$ cat config.mk
export PLATFORM = sky130hd
export DESIGN_NAME = numeric_literal_classifier_top
export DESIGN_NICKNAME = d
export VERILOG_FILES = /design/src/nlc_pkg.sv /design/src/numeric_literal_classifier_top.sv
export VERILOG_INCLUDE_DIRS = /design/src /design/src/src
export SDC_FILE = /design/constraint.sdc
export NUM_CORES = 1
export LEC_CHECK = 0
export ABC_CLOCK_PERIOD_IN_PS = 2400
export BUFFER_PORTS_ARGS = -buffer_cell sky130_fd_sc_hd__buf_2
export CAP_MARGIN = 20
export CORE_MARGIN = 8
export CORE_UTILIZATION = 35
export DETAILED_ROUTE_END_ITERATION = 10
export SYNTH_ARGS = -nofsm -noshare
export SYNTH_HDL_FRONTEND = slang
export SYNTH_SLANG_ARGS = --single-unit
$ cat constraint.sdc
create_clock -name clk -period 2.4 [get_ports clk]
set_input_delay 0.6 -clock clk [delete_from_list [all_inputs] [get_ports clk]]
set_output_delay 0.6 -clock clk [all_outputs]
set_load 0.005 [all_outputs]
$ cat src/numeric_literal_classifier_top_assert.svh
// assertion macros for the numeric literal classifier
`ifndef NUMERIC_LITERAL_CLASSIFIER_TOP_ASSERT_SVH
`define NUMERIC_LITERAL_CLASSIFIER_TOP_ASSERT_SVH

// checked only while out of reset
`define NLC_ASSERT(lbl, prop, msg) \
    lbl: assert property (@(posedge clk) disable iff (!rst_n) prop) else $error(msg);

// checked at every edge, reset included
`define NLC_ASSERT_ALWAYS(lbl, prop, msg) \
    lbl: assert property (@(posedge clk) prop) else $error(msg);

`endif

$ cat src/nlc_pkg.sv
// types and constant tables for the numeric literal classifier
package nlc_pkg;

    localparam int PSEUDO_COUNT = 6;
    localparam int POS_MAX      = 7;

    typedef enum logic [2:0] {
        CLS_INVALID = 3'd0,
        CLS_CHAR    = 3'd1,
        CLS_INT     = 3'd2,
        CLS_FLOAT   = 3'd3,
        CLS_DOUBLE  = 3'd4,
        CLS_PSEUDO  = 3'd5
    } class_t;

    // pseudo spellings, zero padded to the eight positions of the counter
    localparam logic [7:0] PSEUDO_TEXT [PSEUDO_COUNT][8] = '{
        '{8'h2d, 8'h69, 8'h6e, 8'h66, 8'h66, 8'h00, 8'h00, 8'h00},
        '{8'h2b, 8'h69, 8'h6e, 8'h66, 8'h66, 8'h00, 8'h00, 8'h00},
        '{8'h6e, 8'h61, 8'h6e, 8'h66, 8'h00, 8'h00, 8'h00, 8'h00},
        '{8'h2d, 8'h69, 8'h6e, 8'h66, 8'h00, 8'h00, 8'h00, 8'h00},
        '{8'h2b, 8'h69, 8'h6e, 8'h66, 8'h00, 8'h00, 8'h00, 8'h00},
        '{8'h6e, 8'h61, 8'h6e, 8'h00, 8'h00, 8'h00, 8'h00, 8'h00}
    };

    localparam logic [2:0] PSEUDO_LEN [PSEUDO_COUNT] = '{
        3'd5, 3'd5, 3'd4, 3'd4, 3'd4, 3'd3
    };

    localparam logic [7:0] CH_MINUS = 8'h2d;
    localparam logic [7:0] CH_DOT   = 8'h2e;
    localparam logic [7:0] CH_F     = 8'h66;
    localparam logic [7:0] CH_ZERO  = 8'h30;
    localparam logic [7:0] CH_NINE  = 8'h39;

endpackage

$ cat src/numeric_literal_classifier_top.sv
// an item's class is registered after its last byte passes the byte register
// throughput: one byte per cycle, sustained, with a free or draining result slot
// the byte register and the flag update form a single pass, no iteration
// ready drops only when a last byte waits on a stalled result register
// rst_n resets all flags, the position counter and both valid bits at once
module numeric_literal_classifier_top
    import nlc_pkg::*;
(
    input  logic       clk,
    input  logic       rst_n,
    input  logic       in_valid,
    output logic       in_ready,
    input  logic [7:0] char_byte,
    input  logic       last_char,
    output logic       out_valid,
    input  logic       out_ready,
    output logic [2:0] literal_class
);

    `include "numeric_literal_classifier_top_assert.svh"

    // input register
    logic       in_valid_reg;
    logic [7:0] byte_reg;
    logic       last_reg;

    // running flags
    logic [2:0]              pos_reg;
    logic [PSEUDO_COUNT-1:0] mask_reg;
    logic                    only_num_reg;
    logic                    only_int_reg;
    logic                    digit_seen_reg;
    logic                    minus_bad_reg;
    logic [1:0]              dot_count_reg;
    logic                    prev_dig_reg;
    logic [1:0]              sides_reg;
    logic                    after_dot_reg;
    logic [1:0]              f_count_reg;

    // result register
    logic   out_valid_reg;
    class_t class_reg;

    logic                    advance;
    logic                    is_dig;
    logic                    is_int;
    logic                    is_num;
    logic [PSEUDO_COUNT-1:0] mask_next;
    logic                    only_num_next;
    logic                    only_int_next;
    logic                    digit_seen_next;
    logic                    minus_bad_next;
    logic [1:0]              dot_count_next;
    logic [1:0]              sides_next;
    logic                    after_dot_next;
    logic [1:0]              f_count_next;
    logic                    pseudo_hit;
    logic                    dot_ok;
    class_t                  class_next;

    // a non-last byte never needs the result slot
    assign advance  = in_valid_reg && (!last_reg || !out_valid_reg || out_ready);
    assign in_ready = !in_valid_reg || advance;

    always_comb
    begin
        is_dig = (byte_reg >= CH_ZERO) && (byte_reg <= CH_NINE);
        is_int = is_dig || (byte_reg == CH_MINUS);
        is_num = is_int || (byte_reg == CH_DOT) || (byte_reg == CH_F);

        pseudo_hit = 1'b0;
        for (int k = 0; k < PSEUDO_COUNT; k++)
        begin
            mask_next[k] = mask_reg[k] && (pos_reg < PSEUDO_LEN[k])
                           && (PSEUDO_TEXT[k][pos_reg] == byte_reg);
            if (mask_next[k] && ({1'b0, pos_reg} + 4'd1 == {1'b0, PSEUDO_LEN[k]}))
                pseudo_hit = 1'b1;
        end

        only_num_next   = only_num_reg && is_num;
        only_int_next   = only_int_reg && is_int;
        digit_seen_next = digit_seen_reg || is_dig;
        minus_bad_next  = minus_bad_reg || ((byte_reg == CH_MINUS) && (pos_reg != 3'd0));

        sides_next     = sides_reg;
        after_dot_next = after_dot_reg;
        dot_count_next = dot_count_reg;
        if (after_dot_reg)
        begin
            if (is_dig)
                sides_next[1] = 1'b1;
            after_dot_next = 1'b0;
        end
        if (byte_reg == CH_DOT)
        begin
            if (dot_count_reg == 2'd0)
            begin
                if (prev_dig_reg)
                    sides_next[0] = 1'b1;
                after_dot_next = 1'b1;
            end
            if (dot_count_reg != 2'd2)
                dot_count_next = dot_count_reg + 2'd1;
        end

        f_count_next = f_count_reg;
        if ((byte_reg == CH_F) && (f_count_reg != 2'd2))
            f_count_next = f_count_reg + 2'd1;

        dot_ok = (dot_count_next == 2'd1) && (sides_next == 2'b11);

        class_next = CLS_INVALID;
        if ((pos_reg == 3'd0) && !is_dig)
            class_next = CLS_CHAR;
        else if (pseudo_hit)
            class_next = CLS_PSEUDO;
        else if (only_num_next && digit_seen_next && !minus_bad_next)
        begin
            if (only_int_next)
                class_next = CLS_INT;
            else if (f_count_next != 2'd0)
                class_next = ((f_count_next == 2'd1) && (byte_reg == CH_F) && dot_ok)
                             ? CLS_FLOAT : CLS_INVALID;
            else
                class_next = dot_ok ? CLS_DOUBLE : CLS_INVALID;
        end
    end

    always_ff @(posedge clk or negedge rst_n)
    begin
        if (!rst_n)
        begin
            in_valid_reg <= 1'b0;
        end
        else if (in_ready)
        begin
            in_valid_reg <= in_valid;
        end
    end

    always_ff @(posedge clk)
    begin
        if (in_ready && in_valid)
        begin
            byte_reg <= char_byte;
            last_reg <= last_char;
        end
    end

    always_ff @(posedge clk or negedge rst_n)
    begin
        if (!rst_n)
        begin
            pos_reg        <= '0;
            mask_reg       <= '1;
            only_num_reg   <= 1'b1;
            only_int_reg   <= 1'b1;
            digit_seen_reg <= 1'b0;
            minus_bad_reg  <= 1'b0;
            dot_count_reg  <= '0;
            prev_dig_reg   <= 1'b0;
            sides_reg      <= '0;
            after_dot_reg  <= 1'b0;
            f_count_reg    <= '0;
        end
        else if (advance)
        begin
            if (last_reg)
            begin
                // literal done, start the next one clean
                pos_reg        <= '0;
                mask_reg       <= '1;
                only_num_reg   <= 1'b1;
                only_int_reg   <= 1'b1;
                digit_seen_reg <= 1'b0;
                minus_bad_reg  <= 1'b0;
                dot_count_reg  <= '0;
                prev_dig_reg   <= 1'b0;
                sides_reg      <= '0;
                after_dot_reg  <= 1'b0;
                f_count_reg    <= '0;
            end
            else
            begin
                if (pos_reg != 3'(POS_MAX))
                    pos_reg <= pos_reg + 3'd1;
                mask_reg       <= mask_next;
                only_num_reg   <= only_num_next;
                only_int_reg   <= only_int_next;
                digit_seen_reg <= digit_seen_next;
                minus_bad_reg  <= minus_bad_next;
                dot_count_reg  <= dot_count_next;
                prev_dig_reg   <= is_dig;
                sides_reg      <= sides_next;
                after_dot_reg  <= after_dot_next;
                f_count_reg    <= f_count_next;
            end
        end
    end

    always_ff @(posedge clk or negedge rst_n)
    begin
        if (!rst_n)
        begin
            out_valid_reg <= 1'b0;
        end
        else if (advance && last_reg)
        begin
            out_valid_reg <= 1'b1;
        end
        else if (out_ready)
        begin
            out_valid_reg <= 1'b0;
        end
    end

    always_ff @(posedge clk)
    begin
        if (advance && last_reg)
            class_reg <= class_next;
    end

    assign out_valid     = out_valid_reg;
    assign literal_class = class_reg;

    `NLC_ASSERT(a_class_range, out_valid_reg |-> (class_reg == CLS_INVALID ||
        class_reg == CLS_CHAR || class_reg == CLS_INT || class_reg == CLS_FLOAT ||
        class_reg == CLS_DOUBLE || class_reg == CLS_PSEUDO), "class code out of range")
    `NLC_ASSERT(a_last_gives_result, (advance && last_reg) |=> out_valid_reg,
        "last byte left no result")
    `NLC_ASSERT(a_flags_clear, (advance && last_reg) |=> (pos_reg == 3'd0 &&
        mask_reg == '1 && dot_count_reg == 2'd0 && f_count_reg == 2'd0),
        "flags not cleared after literal")
    `NLC_ASSERT(a_pos_step, (advance && !last_reg && pos_reg != 3'(POS_MAX)) |=>
        (pos_reg == $past(pos_reg) + 3'd1), "position counter missed a byte")
    `NLC_ASSERT(a_count_sat, (dot_count_reg != 2'd3) && (f_count_reg != 2'd3),
        "dot or f count past saturation")
    `NLC_ASSERT_ALWAYS(a_reset_clear, (!rst_n) |=> (!out_valid_reg && !in_valid_reg),
        "valid bits not cleared by reset")

endmodule

# Word-level counts from Yosys, hierarchy flattened
# Memory sizes are Yosys's and may differ from the RTL's.
# Cells that the tools add are included.
[word_totals]
register_bits = 35
romBits = 384
wordCells = 156
memories = 6
[mem_list]
columns = ["memory", "words", "width", "rd", "rd_ports_with_merged_regs", "write_ports", "line", "text"]
rows = [
  ["(name not given)", 8, 8, 1, 0, 0, "numeric_literal_classifier_top.sv:75", "&& (PSEUDO_TEXT[k][pos_reg] == byte_reg);"],
  ["(name not given)", 8, 8, 1, 0, 0, "numeric_literal_classifier_top.sv:75", ""],
  ["(name not given)", 8, 8, 1, 0, 0, "numeric_literal_classifier_top.sv:75", ""],
  ["(name not given)", 8, 8, 1, 0, 0, "numeric_literal_classifier_top.sv:75", ""],
  ["(name not given)", 8, 8, 1, 0, 0, "numeric_literal_classifier_top.sv:75", ""],
  ["(name not given)", 8, 8, 1, 0, 0, "numeric_literal_classifier_top.sv:75", ""],
]
[classes]
n_addsub = 4
magnitude_cmp = 6
eq_ne = 18
n_mux = 48
n_bitwise = 2
n_reduce_logical = 54
[op_table]
columns = ["operator", "n"]
rows = [
  ["2-to-1 mux 8 bit", 12],
  ["== test 8 bit", 6],
  ["logical AND 1 bit", 32],
  ["2-to-1 mux 1 bit", 21],
  ["2-to-1 mux 3 bit", 7],
  ["== test 8 x 6 -> 1 bit, second input constant", 2],
  ["2-to-1 mux 2 bit", 7],
  ["== test 4 x 3 -> 1 bit, second input constant", 2],
  ["== test 8 x 7 -> 1 bit, second input constant", 1],
  ["greater-or-equal comparator 8 x 6 -> 1 bit, second input constant", 1],
  ["less-or-equal comparator 8 x 6 -> 1 bit, second input constant", 1],
  ["logical OR 1 bit", 8],
  ["< comparator 3 bit, second input constant", 2],
  ["2-to-1 mux 6 bit", 1],
  ["nonzero test 2 bit", 3],
  ["zero test 1 bit", 5],
  ["adder 2 x 1 -> 2 bit, second input constant", 2],
  ["adder 3 x 1 -> 4 bit, second input constant", 1],
  ["== test 2 x 1 -> 1 bit, second input constant", 2],
  ["== test 4 x 2 -> 1 bit, second input constant", 1],
  ["greater-or-equal comparator 4 bit, second input constant", 1],
  ["!= test 2 bit, second input constant", 2],
  ["NOT 3 -> 4 bit", 1],
  ["adder 3 x 1 -> 3 bit, second input constant", 1],
  ["10 further kinds", 10],
]

# Depth between registers and ports, before layout
# Gate-level depths: netlist (run 1).
[logic_depth]
word_depth = 14
ltp_mapped = 10

# Worst setup path before layout (run 1)
# No wires, ideal clock.
[synth_path]
path_kind = "flip-flop to flip-flop"
from = "register pos_reg[1]"
to = "register class_reg[1], in the netlist literal_class[1], data pin"
arrival_ns = 2.330
setup_slack_ns = -0.193
path_stages_with_launch = 10
n_path_buf = 1
path_cell_list = "dfrtp_1 -> buf_2 -> inv_1 -> ha_1 -> o21bai_2 -> mux2i_1 -> or4_1 -> o21ba_1 -> a211o_1 -> nor3b_1"
[synth_between]
elab_chain_len = 14
word_cells_on_any_way = 65
classes_between = "add/sub (1); order compare (3); eq/ne (9); mux (18); bitwise (2); reduce/logical (26); memory (6)"
[synth_rtl]
columns = ["element", "line", "text"]
rows = [
  ["start, declared", "numeric_literal_classifier_top.sv:28", "logic [2:0] pos_reg;"],
  ["start signal, assigned", "numeric_literal_classifier_top.sv:186", "pos_reg <= pos_reg + 3'd1;"],
  ["NOT 3 -> 4 bit (not written as such)", "numeric_literal_classifier_top.sv:75", ""],
  ["memory read (8 x 8 bit)", "--", ""],
  ["2-to-1 mux 8 bit (not written as such) (2 in a row)", "numeric_literal_classifier_top.sv:75", ""],
  ["== test 8 bit", "numeric_literal_classifier_top.sv:75", ""],
  ["logical AND 1 bit", "numeric_literal_classifier_top.sv:75", ""],
  ["logical AND 1 bit", "numeric_literal_classifier_top.sv:76", "if (mask_next[k] && ({1'b0, pos_reg} + 4'd1 == {1'b0, PSEUDO_LEN[k]}))"],
  ["2-to-1 mux 1 bit (6 in a row)", "numeric_literal_classifier_top.sv:76", ""],
  ["OR reduction 3 bit (no source line) (*)", "--", ""],
  ["end signal, assigned", "numeric_literal_classifier_top.sv:220", "class_reg <= class_next;"],
  ["end, declared", "numeric_literal_classifier_top.sv:42", "class_t class_reg;"],
]
# Every way passes the cells marked *; elsewhere a longest branch is shown, timed or not. The select of a mux whose other input is x is not followed.
# A chain may end at the register's enable or synchronous reset.

# Worst setup path after layout (run 1)
# Same ends and word-level chain as after synthesis.

==> impl_metrics.ini, run 1 <==
[run_status]
status = finished with violations
violations = negative setup slack

[power]
power.leakage_uw = 0.00112
clockPowerShare_pct = 23.6
power.density_mw_per_mm2 = 643
power_switching_share_pct = 32.9
internal_power_uw = 1210
peakVddDrop_mv = 0.427
switching_power_uw = 592
seq_power_share_pct = 41.0
comb_power_share_pct = 35.4

[critical_path]
worstReg2RegStart = pos_reg[1]
worstPathRequired_ps = 2440
rr_endpoint = literal_class[1]
critPathCapture = literal_class[1]
worstSetupPathType = reg2reg
cp_max_fo = 5
regToRegSetupSlack_ps = -40
startpoint = pos_reg[1]
start_kind = flip-flop
cp.arrival_ps = 2480
reg2reg_depth = 8
end_kind = flip-flop

[layout]
nets = 292
final_common_cell = buf_4
final_cell_mix = buf_4, nor2_1, buf_2
antenna_cells = 0
largest_reg_flops = 8
drive_above_1_share_pct = 32.7
area_growth_pct = 25.7
fillerInstances = 603
multiInputGateArea_sq_mm = 0.00130
regArea_sq_um = 948
post-route-util_pct = 44.9

[routing]
via_per_inst = 5.29
dr.pass1.iters = 4
avgRoutedWirePerCell_microns = 15.5
routed_wl_mm = 5.36
vias = 1829
drt_iter0_drc = 109
ant_nets = 0
drc = 0

[min_path]
min_path_type = in2async

[timing]
hold_viol_final = 0
period_needed_ps = 2440
holdWs_ps = 292
finClkSkew_ps = 7.39
rsz0062_at_grt = true
final_critical_path_setup_slack_ps = -41.4
tightestPinTransition_ps = 555
finalSetupViolCount = 1
period_share_pct = 102
slew_violations = 0
fmax_mhz = 410
max_slew_margin_pct = 62.9

[synthesis]
syn-cell-area_sq_mm = 0.00223
avgSynthCellArea_sq_um = 9.86
yosys.area_share.xor_xnor_pct = 5.50
synth-seq-cells = 35
synthCells = 226
synth_top_family_by_area = simple AND/OR/NAND/NOR gates
syn_nets = 250
synth.top_cell.area_share_pct = 16.8
synth-async-reset-ratio_pct = 65.7
synth_edf_count = 12
synth_flop_cell = dfrtp_1
synthMuxAreaShare_pct = 2.30
synthAdderAreaFrac_pct = 6.18
ys_seq_area_share_pct = 42.4
synth_area_leaders = dfrtp_1, edfxtp_1, dfstp_2, ha_1, a21oi_1
synth-compound-area-share_pct = 17.0
synth.distinct_cells = 59
yosys.area_share.simple_pct = 21.3
yosysWarnings = 0
post-synth-top-area-cell = dfrtp_1

[placed_design]
port_buffers = 17
routabilityCongestion = 0.862
dp_hpwl_mm = 3.91

[clocking]
holdBufCountCts = 0
root_buffer = clkbuf_8
cts_tree = yes
cts_sinks = 35
clockBufferDepth = 2
clk_pin_slew_worst_paths_ps = 80
clk-insertion-delay-late_ps = 290
numCtsBuffers = 5
cts.htree.levels = 2

[grt]
track_usage_pct = 12.0
grt_pass1_vias = 1751
grt_pass1_wl_mm = 8.51
grt_max_degree = 24
antenna_found_initial = 0
grt_overflow = 0

[die]
die-area_sq_mm = 0.00918
start_util_pct = 35.7
die_y_microns = 95.8
num_io_pins = 18
core_sq_mm = 0.00624
num_rows = 29
die_width_microns = 95.8

[flow_run]
max_cap_violations = 0
## metrics by stage
| stage | TNS, ps | instance area, sq um | std cells | setup WS (ps) | power [uW] |
|---|---|---|---|---|---|
| 6_report | -41.4 | 2800 | 346 | -41.4 | 1800 |
| 3_5_place_dp | -86.7 | 2580 | 333 | -69.4 | 1290 |
| 5_1_grt | -170 | 2800 | 346 | -129 | 1900 |
| 4_1_cts | -4.16 | 2690 | 343 | -4.16 | 1740 |
| 2_1_floorplan | -3.00 | 2290 | 226 | -3.00 | 1110 |
| 3_3_place_gp | -26.3 | 2580 | 333 | -26.3 | 1290 |
## cell families (layout without fill, tap and decap cells)
kind of cell | after synthesis | in the layout
adders and majority gates | 11 | 11
DFF | 35 | 35
muxes | 5 | 5
buffers and inverters | 26 | 69
AOI/OAI and AO/OA | 56 | 56
xor gates and xnor gates | 14 | 14
and+or+nand+nor | 79 | 79
## area by class of cell
type                    count  share of cell area [%]
multi-input cells         165                    46.3
flip-flops and latches     35                    33.9
repair buffers             46                    11.1
well taps                  77                    3.44
clock buffers               6                    2.59
inverters                  15                    2.28
clock inverters             2                   0.447
## metal layers
layer | global-route usage [%] | wire [microns]
met4 | 3.84 | 59
met5 | 0 | 0
met2 | 18.5 | 2510
met3 | 3.12 | 226
met1 | 15.9 | 2570
## timing repair
item / 4_1_cts / 5_1_grt
endpoints found under the setup margin: 2 / 2
buffers inserted: 2 / 3
gates resized for setup: 3 / 17
pin swaps: 0 / 11
## worst min-delay path by stage
stage	start	end	slack (ps)	cells past startpoint
global placement	only_num_reg	only_num_reg	460	2
global route	rst_n	dot_count_reg[0]	330	1
finish	rst_n	dot_count_reg[0]	290	1
detailed placement	only_num_reg	only_num_reg	460	2
floorplan	rst_n	after_dot_reg	300	0
CTS	rst_n	sides_reg[0]	310	1
## cells in the mapped netlist, types with 2 or more instances
library cell,instances
nor2_1,17
a21oi_1,15
dfrtp_1,15
inv_1,15
nand2_1,15
edfxtp_1,12
o21ai_0,12
ha_1,11
dfstp_2,8
xnor2_1,8
xor2_1,6
and2_1,5
and3_1,4
buf_2,4
clkbuf_1,4
mux2i_1,4
nor2b_1,4
nor3b_1,4
a32o_1,3
nand3_1,3
nor3_1,3
o2111ai_1,3
o22ai_1,3
or4_1,3
a22o_1,2
a31oi_1,2
and4_1,2
and4b_1,2
nand2b_1,2
nand3b_1,2
nor4b_1,2
nor4bb_1,2
o31ai_1,2
or3_1,2
## power groups by stage
stage | clock network, uW | logic, uW | registers (uW)
2_1_floorplan | 0 | 382 | 732
3_3_place_gp | 0 | 542 | 745
5_1_grt | 459 | 695 | 746
3_5_place_dp | 0 | 547 | 747
6_report | 425 | 638 | 739
4_1_cts | 441 | 563 | 734
## worst max-delay path, stage by stage, from the launching register on
cell and delay (ps):
dfrtp_2 440, inv_6 70, ha_4 160, xnor2_2 150
nand3_2 130, or4_4 540, o211a_1 220, a211o_1 320
nor3b_2 160
No activity file was read; power rests on OpenSTA's default activity.
==> inputs of run 2 (changes only) <==
CAP_MARGIN = not set   (was 20)
CTS_BUF_LIST = sky130_fd_sc_hd__clkbuf_16   (was not set)
PLACE_DENSITY = 0.56   (was not set)
==> run 2 against run 1 <==
Net effect:
- the run still ends with negative setup slack left
- critical path depth up 1
- register-to-register slack about the same
- clock power up 46%
- clock skew down 3.0 ps
- maximum frequency down 0.58%
- final cell count down 0.29%
- worst hold slack better by 12 ps
- highest routed layer unchanged
- sequential power up 0.5%
- flip-flop and latch count unchanged
- die area unchanged
- critical path type unchanged
- power up 9.1%
- first-iteration DRC count up 13%
==> impl_metrics.ini, run 2 (synthesis gave the netlist of run 1 again) <==
[run_status]
status = finished with violations
violations = negative setup slack

[clocking]
root_buffer = clkbuf_16
holdBufCountCts = 0
cts_sinks = 35
numCtsBuffers = 5
clk_pin_slew_worst_paths_ps = 60
clockBufferDepth = 2
cts.htree.levels = 2
cts_tree = yes
clk-insertion-delay-late_ps = 280

[timing]
slew_violations = 0
fmax_mhz = 407
setup_tns_ps = -60.5
period_share_pct = 102
finClkSkew_ps = 4.37
period_needed_ps = 2460
max_slew_margin_pct = 62.6
rsz0062_at_grt = true
tightestPinTransition_ps = 560
finalSetupViolCount = 2
hold_viol_final = 0
final_critical_path_setup_slack_ps = -55.5

[critical_path]
worstSetupPathType = reg2reg
reg2reg_depth = 9
worstPathRequired_ps = 2410
path_cells = inv_4 > ha_1 > buf_4 > xor2_1 > o31ai_1 > a22o_1 > o2111ai_1 > a211o_1 > nor3b_2
cp_slowest_stage_delay_ps = 480
cp_max_fo = 6
cp.arrival_ps = 2470
end_kind = flip-flop
cp_slowest_cell = dfrtp_2
start_kind = flip-flop
cpLargestDelayFamily = compound AO/OA/AOI/OAI gates
worstReg2RegStart = pos_reg[0]
regToRegSetupSlack_ps = -60
rr_endpoint = literal_class[1]
cp_num_buf_inv = 2

[die]
die_width_microns = 95.8
num_rows = 29
die-area_sq_mm = 0.00918
start_util_pct = 35.7
num_io_pins = 18
core_sq_mm = 0.00624
die_y_microns = 95.8

[power]
peakVddDrop_mv = 0.381
power.density_mw_per_mm2 = 691
power.leakage_uw = 0.00115

[grt]
grt_pass1_wl_mm = 8.91
antenna_found_initial = 0
grt_overflow = 0
track_usage_pct = 12.5
grt_pass1_vias = 1748
grt_max_degree = 24

[layout]
nets = 291
final_common_cell = buf_4
antenna_cells = 0
fin_cells = 345
fillerInstances = 588
drive_above_1_share_pct = 31.7
multiInputGateArea_sq_mm = 0.00128
area_growth_pct = 27.7
regArea_sq_um = 948
largest_reg_flops = 8
final_cell_mix = buf_4, nor2_1, buf_2

[flow_run]
max_cap_violations = 0

[routing]
dr.pass1.iters = 4
vias = 1796
via_per_inst = 5.21
drc = 0
drt_iter0_drc = 123
ant_nets = 0
routed_wl_mm = 5.39
avgRoutedWirePerCell_microns = 15.6

[placed_design]
routabilityCongestion = 0.834
dp_cells = 333
dp_hpwl_mm = 4.04
dp_slack_ps = -54.9
port_buffers = 17

[min_path]
min_path_type = in2async
## run 2: worst reg2reg max path: stages (launching register included)
cell and delay [ps]:
dfrtp_2 480, inv_4 70, ha_1 230, buf_4 160, xor2_1 130, o31ai_1 200
a22o_1 220, o2111ai_1 160, a211o_1 360, nor3b_2 170
## run 2: what timing repair did
| action | in CTS | in global routing |
|---|---|---|
| setup buffers | 1 | 3 |
| resized for setup | 6 | 10 |
| endpoints found under the hold margin | 0 | 0 |
| setup endpoints to repair | 2 | 3 |
| pin swaps | 2 | 5 |
## run 2: layer usage
layer  global-route usage, %  wire [microns]  vias up
met3                    2.57             210        8
li1                        -               -      905
met1                    17.0            2640      842
met5                       0               0        -
met2                    19.0            2450       41
met4                    4.74              81        0
## run 2: worst max path at each step
| stage | to | depth (start not counted) | startpoint |
|---|---|---|---|
| after detailed placement | literal_class[1] | 9 | pos_reg[0] |
| after global routing | literal_class[1] | 9 | pos_reg[0] |
| after floorplan | literal_class[1] | 9 | pos_reg[1] |
| final | literal_class[1] | 9 | pos_reg[0] |
| after global placement | literal_class[1] | 9 | pos_reg[0] |
| after CTS | literal_class[1] | 9 | pos_reg[0] |
## run 2: layout make-up
class	instances	area share [%]
well taps	77	3.39
clock buffers	5	4.40
repair buffers	45	10.9
inverters	15	2.24
flip-flops and latches	35	33.3
multi-input cells	165	45.1
clock inverters	3	0.572
## run 2: metrics by stage
stage	util, %	hold WS, ps	total power (uW)	instance area, sq um
after detailed placement	41.6	462	1300	2590
after floorplan	-	304	1110	2290
final	45.6	304	1970	2850
after global routing	45.6	361	2070	2850
after global placement	41.6	461	1300	2590
after CTS	44.3	329	1950	2760
## run 2: where the power goes
part           total, uW  leakage (uW)  internal, uW  switching [uW]
combinational        601      0.000678           301             299
clock                622     0.0000726           379             244
sequential           743      0.000400           686            57.1
total               1970       0.00115          1370             600
==> inputs of run 3 (changes only) <==
CORE_UTILIZATION = 40   (was 35)
CTS_CLUSTER_DIAMETER = 40   (was not set)
PLACE_DENSITY = 0.62   (was 0.56)
==> run 3 against run 2 <==
Net effect:
- the flow still finishes with violations (negative setup slack)
- cell area decreased by 0.26%
- combinational power down 3%
- sequential share of layout area rose by 0.088 points
- clock-buffer cell count is the same
- clock skew is 4.1 ps higher
- first-iteration DRC count decreased by 28%
- clock power increased by 19%
- largest cell class unchanged
==> impl_metrics.ini, run 3 (synthesis gave the netlist of run 1 again) <==
[timing]
fmax_mhz = 413
hold_viol_final = 0
finClkSkew_ps = 8.45
slew_violations = 0
final_critical_path_setup_slack_ps = -21.1
period_needed_ps = 2420
rsz0062_at_grt = true
period_share_pct = 101
max_slew_margin_pct = 63.7
tightestPinTransition_ps = 543
finalSetupViolCount = 1

[grt]
grt_pass1_wl_mm = 8.26
top_usage_layer = met2
use_met1_pct = 16.0
grt_max_degree = 24
track_usage_pct = 12.5
grt_use_met3_pct = 3.49
grt_overflow = 0
antenna_found_initial = 0
grt_pass1_vias = 1745
use_met2_pct = 19.5

[placed_design]
placed_cell_area_sq_mm = 0.00259
routabilityCongestion = 0.848
dp_cells = 330
port_buffers = 17
dp_hpwl_mm = 3.81

[routing]
routed_wl_mm = 5.15
vias = 1813
drc = 0
ant_nets = 0
avgRoutedWirePerCell_microns = 15.0
via_per_inst = 5.29
drt_iter0_drc = 89
dr.pass1.iters = 4

[clocking]
cts.htree.levels = 2
clk-insertion-delay-late_ps = 280
clk_pin_slew_worst_paths_ps = 60
numCtsBuffers = 5
cts_sinks = 35
holdBufCountCts = 0
root_buffer = clkbuf_16
clockBufferDepth = 2
cts_tree = yes

[layout]
fillerInstances = 480
final_cell_mix = buf_4, nor2_1, buf_2
finalInstanceArea_sq_mm = 0.00284
area_growth_pct = 27.3
largest_reg_flops = 8
antenna_cells = 0
drive_above_1_share_pct = 32.5
nets = 294
final_common_cell = buf_4
fin_cells = 343

[power]
power.density_mw_per_mm2 = 725
peakVddDrop_mv = 0.523
internal_power_uw = 1470
power_switching_share_pct = 28.7
clockPowerShare_pct = 35.9
comb_power_share_pct = 28.3
power.leakage_uw = 0.00116
switching_power_uw = 590
seq_power_share_pct = 35.8

[die]
core_sq_mm = 0.00544
die-area_sq_mm = 0.00822
die_width_microns = 90.6
num_rows = 27
die_y_microns = 90.6
num_io_pins = 18
start_util_pct = 41.0

[critical_path]
path_cells = ha_2 > inv_1 > ha_2 > and3_1 > nor2_1 > or4_4 > o21ba_1 > a211o_1 > nor3b_2
path_common_cell = ha_2
cp.arrival_ps = 2450
end_kind = flip-flop
cp_max_fo = 5
worstSetupPathType = reg2reg
cp_slowest_cell = dfrtp_2
regToRegSetupSlack_ps = -20
worstPathRequired_ps = 2430
start_kind = flip-flop
reg2reg_depth = 9
cp_slowest_stage_delay_ps = 470

[run_status]
violations = negative setup slack
status = finished with violations

[flow_run]
max_cap_violations = 0

[min_path]
min_path_type = in2async
==> run 3: changes by cell type in the layout (fill, tap and decap cells not counted), sizes merged <==
cell,delta
buf,+3
bufinv,+1
inv,-1
==> run 3: area by class of cell <==
class	count	area (sq um)	share of cell area (%)
clock buffer	5	125	4.41
clock inverter	3	43.8	1.54
inverter	15	63.8	2.25
multi-input combinational	165	1240	43.9
sequential	35	948	33.4
tap	72	90.1	3.17
timing repair buffer	48	322	11.3
==> run 3: per-layer routing <==
metal | up-vias | share of wire [%]
met5 | - | 0
met2 | 49 | 44
met1 | 845 | 50
met3 | 9 | 5.1
li1 | 910 | -
met4 | 0 | 1.6
==> run 3: timing repair <==
action | 4_1_cts | 5_1_grt
endpoints found under the setup margin | 1 | 3
hold endpoints to repair | 0 | 0
gates resized for setup | 5 | 7
pin swaps | 0 | 2
buffers inserted | 0 | 5
==> run 3: critical path, delay by kind of cell, from the launching register on <==
kind                     cells  cell delay, ps
AO/OA/AOI/OAI                2             460
adder cells (fa/ha/maj)      2             380
buffers and inverters        1              50
flip-flops                   1             470
AND/OR/NAND/NOR              4             800
==> run 3: path summary, 6_finish.rpt <==
path / end / startpoint
min: pos_reg[2] / rst_n
min in group clk: mask_reg[4] / mask_reg[4]
max: literal_class[1] / pos_reg[0]
min reg2reg: mask_reg[4] / mask_reg[4]
max reg2reg: literal_class[1] / pos_reg[0]
max in group asynchronous: pos_reg[0] / rst_n
==> run 3: power groups by stage <==
| stage | logic [uW] | clock network, uW | registers [uW] |
|---|---|---|---|
| final | 582 | 738 | 736 |
| after global routing | 639 | 773 | 742 |
| after CTS | 557 | 751 | 737 |
| after detailed placement | 549 | 0 | 745 |
| after global placement | 548 | 0 | 742 |
| after floorplan | 382 | 0 | 732 |
==> run 3: stage by stage <==
stage | setup TNS [ps] | worst slack (ps) | util, % | hold WS (ps) | total power (uW)
floorplan | -3.00 | -3.00 | - | 304 | 1110
global route | -95.8 | -95.8 | 52.2 | 346 | 2150
global placement | -32.2 | -32.2 | 47.6 | 466 | 1290
finish | -21.1 | -21.1 | 52.2 | 301 | 2060
CTS | -7.46 | -7.46 | 51.0 | 317 | 2050
detailed placement | -44.8 | -44.8 | 47.6 | 468 | 1290
